<file path="src/sv/spt_pkg.sv">
// Shared codes, widths and constants for the sorted priority table.
`timescale 1ns / 1ps

package spt_pkg;

    localparam int FUNC_W   = 2;
    localparam int TICKET_W = 16;
    localparam int SEV_W    = 3;
    localparam int AGE_W    = 8;
    localparam int STATUS_W = 3;
    localparam int POS_W    = 4;
    localparam int COUNT_W  = 5;

    typedef enum logic [FUNC_W-1:0] {
        FUNC_INSERT = 2'd0,
        FUNC_LOOKUP = 2'd1,
        FUNC_EDIT   = 2'd2,
        FUNC_REMOVE = 2'd3
    } t_func;

    typedef enum logic [STATUS_W-1:0] {
        ST_OK       = 3'd0,
        ST_DUP      = 3'd1,
        ST_NOTFOUND = 3'd2,
        ST_FULL     = 3'd3,
        ST_BADSEV   = 3'd4
    } t_status;

    localparam logic [SEV_W-1:0] SEV_MIN = 3'd1;
    localparam logic [SEV_W-1:0] SEV_MAX = 3'd4;

endpackage

</file>
<file path="src/sv/spt_if.sv">
// Request and response channel interfaces of the sorted priority table.
`timescale 1ns / 1ps

interface spt_req_if;
    logic                         valid;
    logic                         ready;
    logic [spt_pkg::FUNC_W-1:0]   func;
    logic [spt_pkg::TICKET_W-1:0] ticket;
    logic [spt_pkg::SEV_W-1:0]    severity;
    logic [spt_pkg::AGE_W-1:0]    age;

    modport source (output valid, func, ticket, severity, age, input ready);
    modport sink   (input valid, func, ticket, severity, age, output ready);
endinterface

interface spt_rsp_if;
    logic                         valid;
    logic                         ready;
    logic [spt_pkg::STATUS_W-1:0] status;
    logic [spt_pkg::SEV_W-1:0]    found_severity;
    logic [spt_pkg::AGE_W-1:0]    found_age;
    logic [spt_pkg::POS_W-1:0]    position;
    logic [spt_pkg::COUNT_W-1:0]  entry_count;

    modport source (output valid, status, found_severity, found_age, position, entry_count,
                    input ready);
    modport sink   (input valid, status, found_severity, found_age, position, entry_count,
                    output ready);
endinterface

</file>
<file path="src/sv/sorted_priority_table.sv">
// Top level of the sorted priority table: sequencer, shared compare unit, entry RAM.
`timescale 1ns / 1ps

// Usage:
//   i_req carries one request per beat (func, ticket, severity, age); o_rsp
//   returns exactly one response beat per request, in order.
//   Entries live in a RAM kept sorted by severity, then ticket. Every
//   request first scans the n stored entries through one compare unit, one
//   entry per cycle, pipelined behind the RAM's registered read.
//   Insert and remove then shift the entries behind the slot over the same
//   RAM port pair, one entry per cycle: m = n - slot entries for an insert,
//   m = n - 1 - slot for a remove, n = entries held. An edit rewrites the
//   found entry in place; lookups and errors shift nothing. One request at
//   a time: i_req.ready is high only while the sequencer is idle.
//   The response sits in an output register; a new request is taken while
//   it waits, but the next response holds until the receiver takes it.
//   Reset empties the table (count to zero) and drops any pending response;
//   RAM contents are not cleared, as only slots below the count are read.
module sorted_priority_table #(
    parameter int CAPACITY = 16,
    parameter int KEY_BITS = 16
) (
    input  logic       i_clk,
    input  logic       i_rst_n,
    spt_req_if.sink    i_req,
    spt_rsp_if.source  o_rsp
);

    localparam int IW = $clog2(CAPACITY);
    localparam int CW = $clog2(CAPACITY + 1);
    localparam int EW = KEY_BITS + spt_pkg::SEV_W + spt_pkg::AGE_W;
    localparam int AGE_LO = 0;
    localparam int SEV_LO = spt_pkg::AGE_W;
    localparam int KEY_LO = spt_pkg::AGE_W + spt_pkg::SEV_W;

    typedef enum logic [2:0] {
        S_IDLE,
        S_SCAN,
        S_DECIDE,
        S_SHIFT,
        S_WRITE,
        S_DONE
    } t_state;

    t_state                          r_state;
    logic [CW-1:0]                   r_count;
    logic [spt_pkg::FUNC_W-1:0]      r_func;
    logic [KEY_BITS-1:0]             r_key;
    logic [spt_pkg::SEV_W-1:0]       r_sev;
    logic [spt_pkg::AGE_W-1:0]       r_age;

    logic [CW-1:0]                   r_rd_idx;
    logic                            r_chk_valid;
    logic [IW-1:0]                   r_chk_idx;
    logic                            r_hit;
    logic [IW-1:0]                   r_hit_idx;
    logic [spt_pkg::SEV_W-1:0]       r_hit_sev;
    logic [spt_pkg::AGE_W-1:0]       r_hit_age;
    logic                            r_at_found;
    logic [CW-1:0]                   r_at;

    logic [CW-1:0]                   r_moves;
    logic [IW-1:0]                   r_src;
    logic                            r_up;
    logic                            r_wb_valid;
    logic [IW-1:0]                   r_wb_addr;
    logic [IW-1:0]                   r_wr_addr;
    logic [EW-1:0]                   r_wr_data;

    logic [spt_pkg::STATUS_W-1:0]    r_status;
    logic [spt_pkg::SEV_W-1:0]       r_fsev;
    logic [spt_pkg::AGE_W-1:0]       r_fage;
    logic [IW-1:0]                   r_pos;

    logic                            r_out_valid;
    logic [spt_pkg::STATUS_W-1:0]    r_out_status;
    logic [spt_pkg::SEV_W-1:0]       r_out_fsev;
    logic [spt_pkg::AGE_W-1:0]       r_out_fage;
    logic [spt_pkg::POS_W-1:0]       r_out_pos;
    logic [spt_pkg::COUNT_W-1:0]     r_out_count;

    logic                            ram_we;
    logic [IW-1:0]                   ram_waddr;
    logic [EW-1:0]                   ram_wdata;
    logic [IW-1:0]                   ram_raddr;
    logic [EW-1:0]                   ram_rdata;

    logic [KEY_BITS-1:0]             e_key;
    logic [spt_pkg::SEV_W-1:0]       e_sev;
    logic [spt_pkg::AGE_W-1:0]       e_age;
    logic                            key_eq;
    logic                            new_before;
    logic                            sev_bad;

    // shared compare unit
    assign e_key      = ram_rdata[KEY_LO +: KEY_BITS];
    assign e_sev      = ram_rdata[SEV_LO +: spt_pkg::SEV_W];
    assign e_age      = ram_rdata[AGE_LO +: spt_pkg::AGE_W];
    assign key_eq     = (e_key == r_key);
    assign new_before = (r_sev < e_sev) || ((r_sev == e_sev) && (r_key < e_key));
    assign sev_bad    = (r_sev < spt_pkg::SEV_MIN) || (r_sev > spt_pkg::SEV_MAX);

    always_comb begin
        ram_raddr = (r_state == S_SHIFT) ? r_src : r_rd_idx[IW-1:0];
        ram_we    = ((r_state == S_SHIFT) && r_wb_valid) || (r_state == S_WRITE);
        ram_waddr = (r_state == S_WRITE) ? r_wr_addr : r_wb_addr;
        ram_wdata = (r_state == S_WRITE) ? r_wr_data : ram_rdata;
    end

    spt_ram #(
        .WIDTH (EW),
        .DEPTH (CAPACITY)
    ) u_spt_ram (
        .i_clk   (i_clk),
        .i_we    (ram_we),
        .i_waddr (ram_waddr),
        .i_wdata (ram_wdata),
        .i_raddr (ram_raddr),
        .o_rdata (ram_rdata)
    );

    always_ff @(posedge i_clk) begin
        if (!i_rst_n) begin
            r_state     <= S_IDLE;
            r_count     <= '0;
            r_chk_valid <= 1'b0;
            r_wb_valid  <= 1'b0;
            r_out_valid <= 1'b0;
        end else begin
            if (r_out_valid && o_rsp.ready) begin
                r_out_valid <= 1'b0;
            end
            case (r_state)
                S_IDLE: begin
                    if (i_req.valid) begin
                        r_func      <= i_req.func;
                        r_key       <= KEY_BITS'(i_req.ticket);
                        r_sev       <= i_req.severity;
                        r_age       <= i_req.age;
                        r_rd_idx    <= '0;
                        r_chk_valid <= 1'b0;
                        r_hit       <= 1'b0;
                        r_at_found  <= 1'b0;
                        r_at        <= r_count;
                        r_state     <= S_SCAN;
                    end
                end
                S_SCAN: begin
                    if (r_rd_idx != r_count) begin
                        r_rd_idx    <= r_rd_idx + CW'(1);
                        r_chk_valid <= 1'b1;
                        r_chk_idx   <= r_rd_idx[IW-1:0];
                    end else begin
                        r_chk_valid <= 1'b0;
                    end
                    if (r_chk_valid) begin
                        if (!r_hit && key_eq) begin
                            r_hit     <= 1'b1;
                            r_hit_idx <= r_chk_idx;
                            r_hit_sev <= e_sev;
                            r_hit_age <= e_age;
                        end
                        if (!r_at_found && new_before) begin
                            r_at_found <= 1'b1;
                            r_at       <= CW'(r_chk_idx);
                        end
                    end
                    if ((r_rd_idx == r_count) && !r_chk_valid) begin
                        r_state <= S_DECIDE;
                    end
                end
                S_DECIDE: begin
                    r_status   <= spt_pkg::ST_OK;
                    r_fsev     <= '0;
                    r_fage     <= '0;
                    r_pos      <= '0;
                    r_wb_valid <= 1'b0;
                    r_state    <= S_DONE;
                    if (r_func == spt_pkg::FUNC_INSERT) begin
                        if (r_hit) begin
                            r_status <= spt_pkg::ST_DUP;
                            r_fsev   <= r_hit_sev;
                            r_fage   <= r_hit_age;
                            r_pos    <= r_hit_idx;
                        end else if (sev_bad) begin
                            r_status <= spt_pkg::ST_BADSEV;
                        end else if (r_count == CW'(CAPACITY)) begin
                            r_status <= spt_pkg::ST_FULL;
                        end else begin
                            r_pos     <= r_at[IW-1:0];
                            r_moves   <= r_count - r_at;
                            r_src     <= IW'(r_count - CW'(1));
                            r_up      <= 1'b0;
                            r_wr_addr <= r_at[IW-1:0];
                            r_wr_data <= {r_key, r_sev, r_age};
                            r_count   <= r_count + CW'(1);
                            r_state   <= S_SHIFT;
                        end
                    end else if (!r_hit) begin
                        r_status <= spt_pkg::ST_NOTFOUND;
                    end else begin
                        r_fsev <= r_hit_sev;
                        r_fage <= (r_func == spt_pkg::FUNC_EDIT) ? r_age : r_hit_age;
                        r_pos  <= r_hit_idx;
                        if (r_func == spt_pkg::FUNC_EDIT) begin
                            r_wr_addr <= r_hit_idx;
                            r_wr_data <= {r_key, r_hit_sev, r_age};
                            r_state   <= S_WRITE;
                        end else if (r_func == spt_pkg::FUNC_REMOVE) begin
                            r_moves <= r_count - CW'(1) - CW'(r_hit_idx);
                            r_src   <= r_hit_idx + IW'(1);
                            r_up    <= 1'b1;
                            r_count <= r_count - CW'(1);
                            r_state <= S_SHIFT;
                        end
                    end
                end
                S_SHIFT: begin
                    if (r_moves != '0) begin
                        r_moves    <= r_moves - CW'(1);
                        r_wb_valid <= 1'b1;
                        r_wb_addr  <= r_up ? (r_src - IW'(1)) : (r_src + IW'(1));
                        r_src      <= r_up ? (r_src + IW'(1)) : (r_src - IW'(1));
                    end else begin
                        r_wb_valid <= 1'b0;
                        if (!r_wb_valid) begin
                            r_state <= r_up ? S_DONE : S_WRITE;
                        end
                    end
                end
                S_WRITE: begin
                    r_state <= S_DONE;
                end
                S_DONE: begin
                    if (!r_out_valid || o_rsp.ready) begin
                        r_out_valid  <= 1'b1;
                        r_out_status <= r_status;
                        r_out_fsev   <= r_fsev;
                        r_out_fage   <= r_fage;
                        r_out_pos    <= spt_pkg::POS_W'(r_pos);
                        r_out_count  <= spt_pkg::COUNT_W'(r_count);
                        r_state      <= S_IDLE;
                    end
                end
                default: begin
                    r_state <= S_IDLE;
                end
            endcase
        end
    end

    assign i_req.ready          = (r_state == S_IDLE);
    assign o_rsp.valid          = r_out_valid;
    assign o_rsp.status         = r_out_status;
    assign o_rsp.found_severity = r_out_fsev;
    assign o_rsp.found_age      = r_out_fage;
    assign o_rsp.position       = r_out_pos;
    assign o_rsp.entry_count    = r_out_count;

endmodule

</file>
<file path="src/sv/spt_ram.sv">
// Generic single write port, single read port RAM with registered read data.
`timescale 1ns / 1ps

module spt_ram #(
    parameter int WIDTH = 27,
    parameter int DEPTH = 16
) (
    input  logic                     i_clk,
    input  logic                     i_we,
    input  logic [$clog2(DEPTH)-1:0] i_waddr,
    input  logic [WIDTH-1:0]         i_wdata,
    input  logic [$clog2(DEPTH)-1:0] i_raddr,
    output logic [WIDTH-1:0]         o_rdata
);

    logic [WIDTH-1:0] r_mem [DEPTH];
    logic [WIDTH-1:0] r_rdata;

    always_ff @(posedge i_clk) begin
        if (i_we) begin
            r_mem[i_waddr] <= i_wdata;
        end
        r_rdata <= r_mem[i_raddr];
    end

    assign o_rdata = r_rdata;

endmodule

</file>
<file path="src/flat_wrapper.sv">
// flat-port wrapper written by rule: the top's interface ports become plain ports
module sorted_priority_table_flat 
#(
    parameter int CAPACITY = 16,
    parameter int KEY_BITS = 16
)
  (i_clk, i_rst_n, i_req_valid, i_req_func, i_req_ticket, i_req_severity, i_req_age, i_req_ready, o_rsp_valid, o_rsp_status, o_rsp_found_severity, o_rsp_found_age, o_rsp_position, o_rsp_entry_count, o_rsp_ready);
  spt_req_if i_req_i ();
  spt_rsp_if o_rsp_i ();
  input  logic i_clk;
  input  logic i_rst_n;
  input wire logic [$bits(i_req_i.valid)-1:0] i_req_valid;
  input wire logic [$bits(i_req_i.func)-1:0] i_req_func;
  input wire logic [$bits(i_req_i.ticket)-1:0] i_req_ticket;
  input wire logic [$bits(i_req_i.severity)-1:0] i_req_severity;
  input wire logic [$bits(i_req_i.age)-1:0] i_req_age;
  output wire logic [$bits(i_req_i.ready)-1:0] i_req_ready;
  output wire logic [$bits(o_rsp_i.valid)-1:0] o_rsp_valid;
  output wire logic [$bits(o_rsp_i.status)-1:0] o_rsp_status;
  output wire logic [$bits(o_rsp_i.found_severity)-1:0] o_rsp_found_severity;
  output wire logic [$bits(o_rsp_i.found_age)-1:0] o_rsp_found_age;
  output wire logic [$bits(o_rsp_i.position)-1:0] o_rsp_position;
  output wire logic [$bits(o_rsp_i.entry_count)-1:0] o_rsp_entry_count;
  input wire logic [$bits(o_rsp_i.ready)-1:0] o_rsp_ready;
  assign i_req_i.valid = i_req_valid;
  assign i_req_i.func = i_req_func;
  assign i_req_i.ticket = i_req_ticket;
  assign i_req_i.severity = i_req_severity;
  assign i_req_i.age = i_req_age;
  assign i_req_ready = i_req_i.ready;
  assign o_rsp_valid = o_rsp_i.valid;
  assign o_rsp_status = o_rsp_i.status;
  assign o_rsp_found_severity = o_rsp_i.found_severity;
  assign o_rsp_found_age = o_rsp_i.found_age;
  assign o_rsp_position = o_rsp_i.position;
  assign o_rsp_entry_count = o_rsp_i.entry_count;
  assign o_rsp_i.ready = o_rsp_ready;
  sorted_priority_table #(.CAPACITY(CAPACITY), .KEY_BITS(KEY_BITS)) u_core (.i_clk(i_clk), .i_rst_n(i_rst_n), .i_req(i_req_i), .o_rsp(o_rsp_i));
endmodule
</file>
<file path="config.mk">
export PLATFORM = sky130hd
export DESIGN_NAME = sorted_priority_table_flat
export DESIGN_NICKNAME = d
export VERILOG_FILES = /design/src/sv/spt_pkg.sv /design/src/sv/spt_if.sv /design/src/sv/sorted_priority_table.sv /design/src/sv/spt_ram.sv /design/src/flat_wrapper.sv
export SDC_FILE = /design/constraint.sdc
export NUM_CORES = 1
export LEC_CHECK = 0
export BUFFER_PORTS_ARGS = -buffer_cell sky130_fd_sc_hd__buf_4
export CORE_MARGIN = 2
export CORE_UTILIZATION = 56
export CTS_CLUSTER_SIZE = 20
export DETAILED_ROUTE_END_ITERATION = 7
export GPL_TIMING_DRIVEN = 0
export MAX_ROUTING_LAYER = met4
export PLACE_DENSITY = 0.75
export SYNTH_ARGS = -nofsm -noshare
export SYNTH_HDL_FRONTEND = slang
export SYNTH_SLANG_ARGS = --single-unit
</file>
<file path="constraint.sdc">
create_clock -name i_clk -period 4 [get_ports i_clk]
set_input_delay 0.8 -clock i_clk [delete_from_list [all_inputs] [get_ports i_clk]]
set_output_delay 0.8 -clock i_clk [all_outputs]
set_load 0.005 [all_outputs]
</file>
* Yosys cells after proc, flatten, opt, wreduce, memory -nomap -nowiden
Memory sizes are Yosys's and may differ from the RTL's. A register that Yosys moved wholly into a read port is not among the register bits. Cells that the tools add are included. Widths: inputs -> output; s select.
Storage, ports and cells: flip-flop bits (word level) 157, RAM bits 432, bits of input ports 33, output and inout bits 25, logic and storage cells 215, memories kept 1
Memory list:
- u_core.u_spt_ram.r_mem | depth 16, width 27, rd ports 1, clocked after memory_dff 1, wr ports 1, RTL line spt_ram.sv:16 | logic [WIDTH-1:0] r_mem [DEPTH];
Operators by class: $add $sub $neg 9, order comparisons 4, eq/ne operators 32, mux-type cells 100, reduce and logical (&&, ||, !) cells 37
Operators by type and width (number):
- $mux 27 | 7
- $mux 5 | 20
- $mux 4 | 23
- $mux 3 | 15
- $mux 8 | 4
- $pmux 5 s2 | 3
- $mux 1 | 20
- $ne 2x1->1 const B | 9
- $pmux 3 s6 | 1
- $eq 16x16->1 | 1
- $lt 16x16->1 | 1
- $reduce_and 5->1 | 3
- $reduce_and 7->1 | 2
- $reduce_and 3->1 | 4
- $add 5x1->5 const B | 2
- $ne 2x2->1 const B | 5
- $reduce_bool 2->1 | 5
- $sub 5x1->5 const B | 2
- $ne 3x2->1 const B | 3
- $reduce_and 9->1 | 1
- $add 4x1->4 const B | 2
- $pmux 1 s2 | 4
- $pmux 4 s2 | 1
- $reduce_and 4->1 | 2
- other kinds (25) | 42

* Longest topological paths before layout
depth after elaboration 7, mapped depth 11, gate-level depth less buffers 10

* Hierarchy
A second synthesis with hierarchy kept.
Unflattened totals: cells, all modules 1312, area total of the unflattened synthesis 24308.3 sq um
By module, submodules not included:
- spt_ram | times used 1, cells each 710, area an instance 16893.7 sq um, sequential area each 13513.0 sq um
- sorted_priority_table | times used 1, cells each 602, area an instance 7414.6 sq um, sequential area each 4604.4 sq um

* Worst setup path after synthesis
No wires, ideal clock.
kind reg2reg, start point reg u_core.r_func[0] (netlist bit), end point reg u_core.r_wr_addr[0], enable pin, setup time 0.429 ns, data arrival time 3.257 ns, data required time 3.571 ns, path slack 0.313 ns, cell stages (with the launch flop) 9, path buffers 2, clock period less this slack 3.687 ns, cells stage by stage edfxtp_1 inv_1 ha_1 buf_1 inv_1 clkbuf_1 ha_1 nand3b_1 a21oi_1
Between the ends: longest elaborated chain between the ends 3, elaborated cells on any way between the ends 6, those cells by class eq/ne (2); reduce/logical (4)
RTL lines:
- start, declared | RTL line sorted_priority_table.sv:47 | logic [spt_pkg::FUNC_W-1:0] r_func;
- start signal, assigned | RTL line sorted_priority_table.sv:136 | r_func <= i_req.func;
- $logic_not 2->1 / $eq 2x2->1 (equally long branches) | RTL line sorted_priority_table.sv:179, sorted_priority_table.sv:205
- $ne 2x2->1 (no line) / $reduce_bool 2->1 (equally long branches)
- $reduce_and 7->1 (no line) (*)
- end signal, assigned | RTL line sorted_priority_table.sv:194 | r_wr_addr <= r_at[IW-1:0];
- end signal, assigned | RTL line sorted_priority_table.sv:206 | r_wr_addr <= r_hit_idx;
- end, declared | RTL line sorted_priority_table.sv:67 | logic [IW-1:0] r_wr_addr;
Mark *: on every way between the ends. The rest lies on a longest branch, timed or not. A chain may end at the register's enable or synchronous reset.

* Worst setup path in the final report
start point reg u_core.r_state[0], end point mem u_core.u_spt_ram.r_mem[7][12], enable pin
Between the ends: longest elaborated chain between the ends 5, elaborated cells on any way between the ends 7, those cells by class eq/ne (2); mux (3); reduce/logical (2)
RTL lines:
- start, declared | RTL line sorted_priority_table.sv:45 | t_state r_state;
- start signal, assigned | RTL line sorted_priority_table.sv:227 | r_state <= r_up ? S_DONE : S_WRITE;
- $eq 3x2->1 | RTL line sorted_priority_table.sv:105 | ram_we = ((r_state == S_SHIFT) && r_wb_valid) || (r_state == S_WRITE);
- $logic_and 1x1->1 | RTL line sorted_priority_table.sv:105
- $logic_or 1x1->1 | RTL line sorted_priority_table.sv:105
- $mux 1 | RTL line spt_ram.sv:20 | if (i_we) begin
- $mux 1 (implied by the code) | RTL line spt_ram.sv:21 | r_mem[i_waddr] <= i_wdata;
- end, declared | RTL line spt_ram.sv:16
Several ways; a longest one is shown, not always the timed one.

==> impl_metrics.csv <==
group,metric,value,unit
run_status,outcome,"complete, no violations",
critical_path,crit_family,"simple AND/OR/NAND/NOR gates",
power,powerDensity,620.9,mW/mm2
critical_path,path_common_cell,"clkbuf_1",
grt,grt_max_degree,28,
yosys,synth_area_leader_cell,"edfxtp_1",
cells_and_area,areaGrowthSynthToFinish,14.49,%
clock_tree,cts_made_buffers,59,
cells_and_area,antenna_cells,0,
critical_path,crit_chain,"buf_2, nor2_1, and2_1, clkbuf_1, clkbuf_1, a31oi_1, nor2_4",
grt,grt_pass1_vias,15210,
timing,slew_violations,0,
routing,wire_per_inst,23.74,um
floorplan,die_y,215.1,um
timing,rsz0062_at_grt,"false",
routing,wirelength,60070,um
critical_path,endpoint_kind,"flop",
floorplan,die_w,215.1,um
critical_path,worstReg2RegStart,"u_core.r_state[0]",
timing,clock.fmax,0.2714,GHz
timing,tightest_slew,1.125,ns
cells_and_area,instances_no_fill,2530,
routing,drt_iter0_drc,1719,
critical_path,critical_path_class,"flop to flop",
yosys,synth.cell_area,0.02496,mm2
placed_design,dp_hpwl,39600,um
grt,gr-total-overflow,0,
timing,setup_viol,0,
floorplan,core-area,0.04412,mm2
routing,num_vias,15320,
yosys,synth_nets,1827,
yosys,synth_edf_count,578,
placed_design,io_buffers,57,
critical_path,crit_arrival,3.93,ns
timing,period_needed,3.685,ns
min_path,worst_hold_path_type,"primary input to flop",
clock_tree,cts_root_buf,"clkbuf_16",
timing,fin_crit_sh,92.12,%
yosys,synth_top_cell_area_share,69.54,%
yosys,synth-main-ff-cell,"edfxtp_1",
yosys,synth_cell_types,54,
clock_tree,clk-insertion-delay-late,0.63,ns
grt,grt_pass1_wl,90280,um
routing,drcViolationCount,0,
clock_tree,cts.sinks,616,
floorplan,num_io_pins,58,
yosys,yosys-top-cells-area,"edfxtp_1, nand2_1, mux2i_1",
floorplan,start_util,56.56,%
power,leakagePower,9.974,nW
critical_path,startpoint,"u_core.r_state[0]",
min_path,hp-start,"i_req_ticket[9]",
cells_and_area,drive_gt1_share,11.51,%
clock_tree,cts_tree,"built",
critical_path,cp_data_required_time,4.24,ns
clock_tree,clkSlewWorstSetupHoldPaths,0.07,ns
grt,grt_use_total,26.87,%
critical_path,cp-start-kind,"flop",
critical_path,cpMaxStageDelayCell,"nor2_4",
floorplan,num_rows,77,
yosys,synthArstFlopShare,0,%
critical_path,worst-path-buf-inv,3,
yosys,synthMostInstantiatedCell,"edfxtp_1",
placed_design,placed_cells,2418,
critical_path,cp_slowest_stage_delay,0.95,ns
power,peakVddDrop,0.4363,mV
clock_tree,cts_hold_buf,0,
routing,avgViaCountPerCell,6.057,
cells_and_area,nets,1964,
yosys,synthTopCellsByCount,"edfxtp_1, nand2_1, mux2i_1",
timing,fin_worst_skew,0.01615,ns
yosys,syn_avg_cell_area,14.25,um2
yosys,yosysWarnings,0,
power,power.total,17.74,mW
yosys,seq_area_frac_synth,72.59,%
yosys,postSynthCellCount,1751,
timing,hold_viol_final,0,
grt,antenna_found_initial,0,
clock_tree,post_cts_buffers,0,
timing,slew_headroom,24.49,%
routing,drt_first_pass_iters,5,
floorplan,die_area,0.04627,mm2
placed_design,globalplace.congestion,0.9129,
routing,postRouteAntennaNets,0,
yosys,synth_seq_cells,616,
flow_run,cap_violations,0,
timing,tns,0,ns
clock_tree,ctsHtreeMaxLevel,2,
clock_tree,clock_path_buffers,3,
critical_path,cp_max_fo,27,
clock_tree,cts_resized,0,
[routing by layer]
metal | global-route usage [%] | routed length (um) | share of wire, %
met3 | 4.232 | 5059 | 8.4
met1 | 34.59 | 23630 | 39
met2 | 43.31 | 29070 | 48
met4 | 10.60 | 2314 | 3.9
met5 | - | 0 | 0
[kinds of logic after synthesis]
group                      after synthesis  synth area share (%)
AOI/OAI and AO/OA                      270                 7.660
DFF                                    616                 72.59
adders and majority gates               43                 2.216
muxes                                  103                 4.211
and+or+nand+nor                        550                 10.07
xor gates and xnor gates                27                0.9475
buffers and inverters                  142                 2.301
[area by class of cell]
cell class / count / area [um2]
Sequential cell: 616 / 18120
Fill cell: 3124 / 15550
Multi-Input combinational cell: 993 / 6415
Clock buffer: 71 / 1531
Timing Repair Buffer: 76 / 819.5
Tap cell: 592 / 740.7
Buffer: 95 / 397.9
Clock inverter: 40 / 376.6
Inverter: 47 / 176.4
[cells in the final DEF (no fill, tap or decap), types with 6 or more instances in the layout]
cell type    n
a211oi_1    56
a21o_1       8
a21oi_1     32
a221o_1     27
a31oi_1     60
a32o_1      28
and2_0      26
and2_1      37
buf_1        9
buf_16      12
buf_2       25
buf_4       63
bufinv_16    6
clkbuf_1    70
clkbuf_16   59
clkinv_1    13
clkinv_2    11
dfxtp_1     38
edfxtp_1   578
ha_1        41
inv_1       47
mux2i_1     96
nand2_1    324
nand3_1     35
nand3b_1    29
nor2_1      29
nor2_4      17
nor2b_1     10
nor3_1      10
o21ai_0     26
o21ai_1     15
xnor2_1     19
xor2_1       8
[metrics by stage]
stage	hold WS, ns	utilization (%)	area, um2	setup slack [ns]
floorplan	0.4003	-	24960	0.3131
CTS	0.3265	64.73	28560	0.4509
global placement	0.4018	59.21	26130	-1.453
global route	0.3302	64.76	28570	0.2109
detailed placement	0.4045	60.40	26650	0.4669
finish	0.3493	64.76	28570	0.3152
[state kept, by name, summed over array words and instances (netlist names), 4 cells and up]
| signal | flops |
|---|---|
| u_core.r_chk_idx | 4 |
| u_core.o_rsp.found_age | 8 |
| u_core.r_key | 16 |
| u_core.r_rd_idx | 5 |
| u_core.r_wr_addr | 4 |
| u_core.r_src | 4 |
| u_core.r_hit_idx | 4 |
| u_core.r_fage | 8 |
| u_core.o_rsp.entry_count | 5 |
| u_core.o_rsp.position | 4 |
| u_core.r_wr_data | 27 |
| u_core.r_wb_addr | 4 |
| u_core.r_moves | 5 |
| u_core.r_pos | 4 |
| u_core.u_spt_ram.o_rdata | 27 |
| u_core.r_age | 8 |
| u_core.u_spt_ram.r_mem | 432 |
| u_core.r_count | 5 |
| u_core.r_at | 5 |
| u_core.r_hit_age | 8 |
[final timing paths]
path,to,slack (ns),cells past startpoint
hold / removal,u_core.r_key[9],0.35,1
setup reg to reg,u_core.u_spt_ram.r_mem[7][12],0.32,7
setup / recovery,u_core.u_spt_ram.r_mem[7][12],0.32,7
hold reg to reg,u_core.o_rsp.found_severity[0],0.41,0
[power by group]
| group | internal (mW) | total (mW) | switching [mW] |
|---|---|---|---|
| logic | 1.20 | 3.97 | 2.77 |
| clock network | 3.12 | 5.53 | 2.41 |
| registers | 8.09 | 8.24 | 0.150 |
No activity file was read; power rests on OpenSTA's default activity.
